==> src/rtl/core/kccp_pkg.sv <==
package kccp_pkg;

    localparam int RGB_W  = 24;
    localparam int DIST_W = 18;

    localparam logic CFG_NUM_CENTERS = 1'b0;
    localparam logic CFG_PASS_LIMIT  = 1'b1;

    localparam logic REQ_RESTART = 1'b0;
    localparam logic REQ_PIXEL   = 1'b1;

    localparam logic KIND_ASSIGN = 1'b0;
    localparam logic KIND_REPORT = 1'b1;

    typedef enum logic [3:0] {
        ST_IDLE,
        ST_SEED_CHK,
        ST_SEED_WAIT,
        ST_SEARCH,
        ST_ACCUM,
        ST_PX_LOAD,
        ST_PX_WAIT,
        ST_MEAN_START,
        ST_MEAN_WAIT,
        ST_MEAN_ACC,
        ST_DECIDE,
        ST_REP_LOAD,
        ST_REP_WAIT,
        ST_CLEAR
    } kccp_state_t;

    typedef struct packed {
        logic in_take;
        logic idx_clr;
        logic idx_inc;
        logic chan_clr;
        logic chan_inc;
        logic search_step;
        logic accum;
        logic px_load;
        logic div_start;
        logic div_seed;
        logic mean_store;
        logic shift_clr;
        logic shift_add;
        logic decide;
        logic rep_load;
        logic acc_clr;
        logic pass_clr;
        logic seed_zero;
        logic seed_write;
    } kccp_cmd_t;

    typedef struct packed {
        logic in_accept;
        logic is_pixel;
        logic fin;
        logic idx_last_n;
        logic idx_lt_n;
        logic seed_end;
        logic chan_last;
        logic div_done;
        logic out_done;
    } kccp_stat_t;

    // Squared RGB distance between two packed colors.
    function automatic logic [DIST_W-1:0] sq_dist(input logic [RGB_W-1:0] a,
                                                  input logic [RGB_W-1:0] b);
        logic signed [DIST_W-1:0] dr;
        logic signed [DIST_W-1:0] dg;
        logic signed [DIST_W-1:0] db;
        logic [DIST_W-1:0]        acc;
        dr = DIST_W'($signed({1'b0, a[23:16]}) - $signed({1'b0, b[23:16]}));
        dg = DIST_W'($signed({1'b0, a[15:8]}) - $signed({1'b0, b[15:8]}));
        db = DIST_W'($signed({1'b0, a[7:0]}) - $signed({1'b0, b[7:0]}));
        acc = DIST_W'($unsigned(dr * dr)) + DIST_W'($unsigned(dg * dg))
            + DIST_W'($unsigned(db * db));
        return acc;
    endfunction

endpackage

==> src/rtl/core/kccp_ctrl.sv <==
module kccp_ctrl (
    input  logic               clk,
    input  logic               rst_n,
    input  kccp_pkg::kccp_stat_t stat,
    output kccp_pkg::kccp_cmd_t  cmd
);
    import kccp_pkg::*;

    kccp_state_t state_reg, state_next;

    always_comb
    begin
        state_next = state_reg;
        case (state_reg)
            ST_IDLE:
            begin
                if (stat.in_accept)
                begin
                    state_next = stat.is_pixel ? ST_SEARCH : ST_SEED_CHK;
                end
            end
            ST_SEED_CHK:
            begin
                if (stat.idx_lt_n)
                begin
                    state_next = ST_SEED_WAIT;
                end
                else if (stat.seed_end)
                begin
                    state_next = ST_IDLE;
                end
            end
            ST_SEED_WAIT:
            begin
                if (stat.div_done)
                begin
                    state_next = stat.seed_end ? ST_IDLE : ST_SEED_CHK;
                end
            end
            ST_SEARCH:
            begin
                if (stat.idx_last_n)
                begin
                    state_next = ST_ACCUM;
                end
            end
            ST_ACCUM:      state_next = ST_PX_LOAD;
            ST_PX_LOAD:    state_next = ST_PX_WAIT;
            ST_PX_WAIT:
            begin
                if (stat.out_done)
                begin
                    state_next = stat.fin ? ST_MEAN_START : ST_IDLE;
                end
            end
            ST_MEAN_START: state_next = ST_MEAN_WAIT;
            ST_MEAN_WAIT:
            begin
                if (stat.div_done)
                begin
                    state_next = stat.chan_last ? ST_MEAN_ACC : ST_MEAN_START;
                end
            end
            ST_MEAN_ACC:
            begin
                state_next = stat.idx_last_n ? ST_DECIDE : ST_MEAN_START;
            end
            ST_DECIDE:     state_next = ST_REP_LOAD;
            ST_REP_LOAD:   state_next = ST_REP_WAIT;
            ST_REP_WAIT:
            begin
                if (stat.out_done)
                begin
                    state_next = stat.idx_last_n ? ST_CLEAR : ST_REP_LOAD;
                end
            end
            ST_CLEAR:      state_next = ST_IDLE;
            default:       state_next = ST_IDLE;
        endcase
    end

    always_comb
    begin
        cmd = '0;
        case (state_reg)
            ST_IDLE:
            begin
                cmd.in_take = 1'b1;
                cmd.idx_clr = 1'b1;
                if (stat.in_accept && !stat.is_pixel)
                begin
                    cmd.acc_clr  = 1'b1;
                    cmd.pass_clr = 1'b1;
                end
            end
            ST_SEED_CHK:
            begin
                if (stat.idx_lt_n)
                begin
                    cmd.div_start = 1'b1;
                    cmd.div_seed  = 1'b1;
                end
                else
                begin
                    cmd.seed_zero = 1'b1;
                    cmd.idx_inc   = !stat.seed_end;
                end
            end
            ST_SEED_WAIT:
            begin
                if (stat.div_done)
                begin
                    cmd.seed_write = 1'b1;
                    cmd.idx_inc    = !stat.seed_end;
                end
            end
            ST_SEARCH:
            begin
                cmd.search_step = 1'b1;
                cmd.idx_inc     = !stat.idx_last_n;
            end
            ST_ACCUM:   cmd.accum = 1'b1;
            ST_PX_LOAD: cmd.px_load = 1'b1;
            ST_PX_WAIT:
            begin
                cmd.idx_clr   = 1'b1;
                cmd.chan_clr  = 1'b1;
                cmd.shift_clr = 1'b1;
            end
            ST_MEAN_START: cmd.div_start = 1'b1;
            ST_MEAN_WAIT:
            begin
                if (stat.div_done)
                begin
                    cmd.mean_store = 1'b1;
                    cmd.chan_inc   = 1'b1;
                end
            end
            ST_MEAN_ACC:
            begin
                cmd.shift_add = 1'b1;
                cmd.chan_clr  = 1'b1;
                cmd.idx_inc   = !stat.idx_last_n;
                cmd.idx_clr   = stat.idx_last_n;
            end
            ST_DECIDE:   cmd.decide = 1'b1;
            ST_REP_LOAD: cmd.rep_load = 1'b1;
            ST_REP_WAIT:
            begin
                if (stat.out_done)
                begin
                    cmd.idx_inc = !stat.idx_last_n;
                end
            end
            ST_CLEAR:    cmd.acc_clr = 1'b1;
            default:     cmd = '0;
        endcase
    end

    // After reset the centers are seeded before the first item is taken.
    always_ff @(posedge clk or negedge rst_n)
    begin
        if (!rst_n)
        begin
            state_reg <= ST_SEED_CHK;
        end
        else
        begin
            state_reg <= state_next;
        end
    end

endmodule

==> config.mk <==
export PLATFORM = sky130hd
export DESIGN_NAME = kccp_ctrl
export DESIGN_NICKNAME = d
export VERILOG_FILES = /design/src/rtl/core/kccp_pkg.sv /design/src/rtl/core/kccp_ctrl.sv
export SDC_FILE = /design/constraint.sdc
export NUM_CORES = 1
export LEC_CHECK = 0
export BUFFER_PORTS_ARGS = -buffer_cell sky130_fd_sc_hd__buf_2
export CAP_MARGIN = 40
export CORE_ASPECT_RATIO = 1.1
export CORE_MARGIN = 3
export CORE_UTILIZATION = 46
export CTS_CLUSTER_DIAMETER = 200
export DETAILED_ROUTE_END_ITERATION = 12
export PLACE_DENSITY = 0.77
export RECOVER_POWER = 50
export SETUP_SLACK_MARGIN = 0.5
export SLEW_MARGIN = 20
export SYNTH_ARGS = -nofsm -noshare
export SYNTH_HDL_FRONTEND = slang
export SYNTH_SLANG_ARGS = --single-unit
==> constraint.sdc <==
create_clock -name clk -period 2 [get_ports clk]
set_input_delay 0.4 -clock clk [delete_from_list [all_inputs] [get_ports clk]]
set_output_delay 0.4 -clock clk [all_outputs]
set_load 0.05 [all_outputs]
==> out/metrics.yaml, run 1 <==
status: "did not finish"
stop_stage: "4_1_cts"
firstError: "[ERROR DPL-0038] Utilization greater than 100%, impossible to legalize"
start_util: 0.5266
ys_ff_latch: 4
yosys.area_share.simple: 0.3951
cts_resized: 55
synth_top_area_cell: "dfrtp_1"
numCtsBuffers: 3
synth_mux_area_frac: 0.02996
hpwl_mm: 1.751
synth_xor_area_frac: 0.01311
ys_seq_area_frac: 0.1517
synthesis.area_um2: 668.1
synth_top_family_by_area: "simple AND/OR/NAND/NOR gates"
synthAdderAreaFrac: 0
syn_inst: 96
numPortBuffers: 29
clock_sink_count: 4
synth_compound_area_frac: 0.2884
synthArstFlopShare: 1.000
dieHeight_um: 45.97
rows: 13
ys_types: 42
cts_root_buffer: "clkbuf_4"
cts_buffer_depth: 2
syn-num-nets: 107
synth_warnings: 0
yosysTopAreaCellShare: 0.1124
hold_buffers: 1
syn_avg_cell_area_um2: 6.960
die_x_um: 42.34
synth-main-ff-cell: "dfrtp_1"
cts_setup_buffers: 8
synthTopCellsByArea: "dfrtp_1 11%, nor2b_1 6.6%, nor2_1 5.6%"
cts_max_level: 1
synth_edf_count: 0
routabilityCongestion: 0.9101
io_pins: 30
[synth_stat cells (2+ instances only)]
cell       n
o21ai_0    3
dfrtp_1    3
a21oi_1    5
buf_2      2
o22ai_1    3
nor2_1    10
nand3_1    2
a211oi_1   2
a31oi_1    2
nand2_1    4
buf_4      4
inv_1      5
a21o_1     2
nor2b_1    7
nor4_1     2
mux2i_1    2
nor3_1     7
nand2b_1   5
clkbuf_1   3
[cells by family after synthesis]
family / count (synthesis)
simple gates: 46
compound gates: 28
flops: 4
xor+xnor: 1
buf+inv: 15
mux: 2
[per-stage QoR]
stage	worst slack, ps	std cells	instance area [um^2]	hold slack, ps
2_1_floorplan	-186.0	96	933.4	104.4
3_3_place_gp	135.6	143	1062	203.6
3_5_place_dp	96.15	143	1062	206.6
==> run 2, diff against run 1 <==
- CORE_AREA: default -> 3 3 64 66
- CORE_ASPECT_RATIO: 1.1 -> default
- CORE_MARGIN: 3 -> default
- CORE_UTILIZATION: 46 -> default
- CTS_CLUSTER_DIAMETER: 200 -> default
- DIE_AREA: default -> 0 0 67 69
- PLACE_DENSITY: 0.77 -> default
- PLACE_DENSITY_LB_ADDON: default -> 0.15
- SETUP_SLACK_MARGIN: 0.5 -> default
==> run 2 against run 1 <==
  * The flow now finishes, with violations (setup timing)
  * Area after synthesis stayed put
  * Synthesized cell count did not move
==> out/metrics.yaml, run 2 <==
status: "finished, violations left"
violations: "setup timing"
finClkSkew_ps: 0.2288
r2r_end: "state_reg[1]"
setup_viol: 1
crit_fanout: 6
cp-end-kind: "output port"
design_area_mm2: 0.001161
maxCapViolCount: 0
ant_nets: 0
syn2layout_area_growth_pct: 73.78
cts_max_level: 1
vias: 850
worstPathRequired_ps: 1600
max_stage_delay_ps: 590
syn_avg_cell_area_um2: 6.960
antenna_found_initial: 0
synth-main-ff-cell: "dfrtp_1"
routabilityCongestion: 0.7769
largest_reg_flops: 4
syn-num-nets: 107
syn_inst: 96
n_antenna_cell: 0
ys_types: 42
grt.total_usage: 0.1115
power_switching_mw: 1.215
min_path_cells: 3
crit_family: "flip-flops"
slew_headroom: 0.7715
period_minus_slack_ps: 2028
fin_nets: 148
routedWlPerCell_um: 13.58
cpMaxStageDelayCell: "dfstp_2"
cts_root_buffer: "clkbuf_8"
yosysTopAreaCellShare: 0.1124
synth_common_cells: "10 x nor2_1, 7 x nor2b_1, 7 x nor3_1"
fin_hold_ws_ps: 510.5
dieHeight_um: 69
die_x_um: 67
route.detailed.drc: 0
viasPerCell: 4.620
tritoncts: "yes"
worst_slew_pin_slew_ps: 338.4
ys_ff_latch: 4
hpwl_mm: 1.942
hold_end: "state_reg[2]"
grt_max_degree: 22
fin_tns_setup_ps: -28.33
synth_top_area_cell: "dfrtp_1"
switching_share: 0.5579
ys_seq_area_frac: 0.1517
reg2reg_from: "state_reg[2]"
dieArea_mm2: 0.004623
p_int_mw: 0.9626
layout_common_cells: "20 x buf_2, 15 x buf_4, 8 x nor2_1"
clkTransAtPathRegs_ps: 30
drive_above_1_share: 0.5000
drv_slew: 0
cp_num_buf_inv: 2
worstPathCellList: "buf_6 -> and4bb_2 -> a31oi_4 -> o22ai_4 -> buf_6"
crit_top_cell: "buf_6"
insertion_delay_ps: 220
critPathKind: "register to output port"
dr.first_iter.drc_count: 57
dpl_cell_area_um2: 999.7
pwr-share-comb: 0.828
rsz0062_at_grt: "yes"
numPortBuffers: 29
synth_edf_count: 0
synth_most_common_cell: "nor2_1"
cp-start-kind: "register"
drt_first_pass_iters: 4
r2r_slack_ps: 330
leakage_nw: 0.5039
p_clk_frac: 0.083
synthArstFlopShare: 1.000
grt_pass1_vias: 860
clock_sink_count: 4
power.density_mw_per_mm2: 1875
hold_path.class: "input port to register"
fin_ws_ps: -28.33
overflow: 0
fmax_mhz: 493.0
layout_commonest_cell: "buf_2"
critPathArrivalTime_ps: 1630
synthTopCellsByArea: "dfrtp_1 11%, nor2b_1 6.6%, nor2_1 5.6%"
grt_pass1_wl_mm: 4.140
fin_crit_sh: 1.014
start_util: 0.1839
numCtsBuffers: 3
io_pins: 30
rows: 22
power_frac_seq: 0.090
synth_warnings: 0
core_mm2: 0.003633
total_power_mw: 2.177
synthesis.area_um2: 668.1
final_hold_viol_count: 0
reg2reg_depth: 5
cts_buffer_depth: 2
totalWireLength_mm: 2.498
min_from: "stat[0]"
ir_worst_vdd_uv: 395.6
[run 2: cell counts after synthesis]
No cell type changed its count.
[run 2: power by group through the flow]
stage	logic (mW)	registers, mW	clock network (mW)
finish	1.80	0.195	0.180
global route	1.92	0.203	0.196
CTS	1.72	0.202	0.186
detailed placement	1.61	0.205	0
global placement	1.63	0.204	0
floorplan	1.29	0.153	0
[run 2: per-layer routing]
metal	share of wire	wire [um]	up-vias	track usage
li1	-	-	428	-
met1	0.43	1064	404	0.1314
met2	0.54	1338	16	0.2041
met3	0.032	79	2	0.01629
met4	0.0064	16	0	0.02703
met5	0	0	-	0
[run 2: repair_timing]
| action | in CTS | in global routing |
|---|---|---|
| resized for setup | 12 | 10 |
| hold buffers | 1 | 0 |
| pin swaps | 1 | 0 |
| setup endpoints to repair | 7 | 7 |
| endpoints found under the hold margin | 3 | 0 |
| setup buffers | 2 | 4 |
[run 2: cell families (layout without fill, tap and decap cells)]
logic type / after synthesis / after routing / synth area share
buf+inv: 15 / 55 / 0.1217
xor+xnor: 1 / 1 / 0.01311
flops: 4 / 4 / 0.1517
simple gates: 46 / 46 / 0.3951
mux: 2 / 2 / 0.02996
compound gates: 28 / 28 / 0.2884
[run 2: cell type report]
cell class,count,area (um^2)
Fill cell,413,2472
Multi-Input combinational cell,77,609.3
Inverter,5,18.77
Timing Repair Buffer,46,325.3
Clock buffer,4,45.04
Sequential cell,4,102.6
Tap cell,48,60.06
[run 2: tightest hold or removal path, delay by kind of cell]
| family | cells | cell delay, ps |
|---|---|---|
| AO/OA/AOI/OAI | 1 | 50 |
| buffers and inverters | 1 | 100 |
| AND/OR/NAND/NOR | 1 | 130 |
[run 2: per-stage QoR]
step                      worst slack [ps]    util  instances
final                               -28.33  0.3196        184
after global routing                -82.89  0.3196        184
after floorplan                     -299.4       -         96
after detailed placement             73.43  0.2751        173
after global placement               45.24  0.2751        173
after CTS                           0.2437  0.3061        180
[run 2: how the worst max path moves through the flow]
stage / start / depth (start not counted) / to
2_1_floorplan: state_reg[2] / 6 / cmd[16]
3_3_place_gp: state_reg[0] / 5 / cmd[16]
3_5_place_dp: state_reg[0] / 5 / cmd[16]
4_1_cts: state_reg[0] / 5 / cmd[17]
5_1_grt: state_reg[0] / 5 / cmd[16]
6_report: state_reg[0] / 5 / cmd[16]
(Power assumes the default switching activity.)
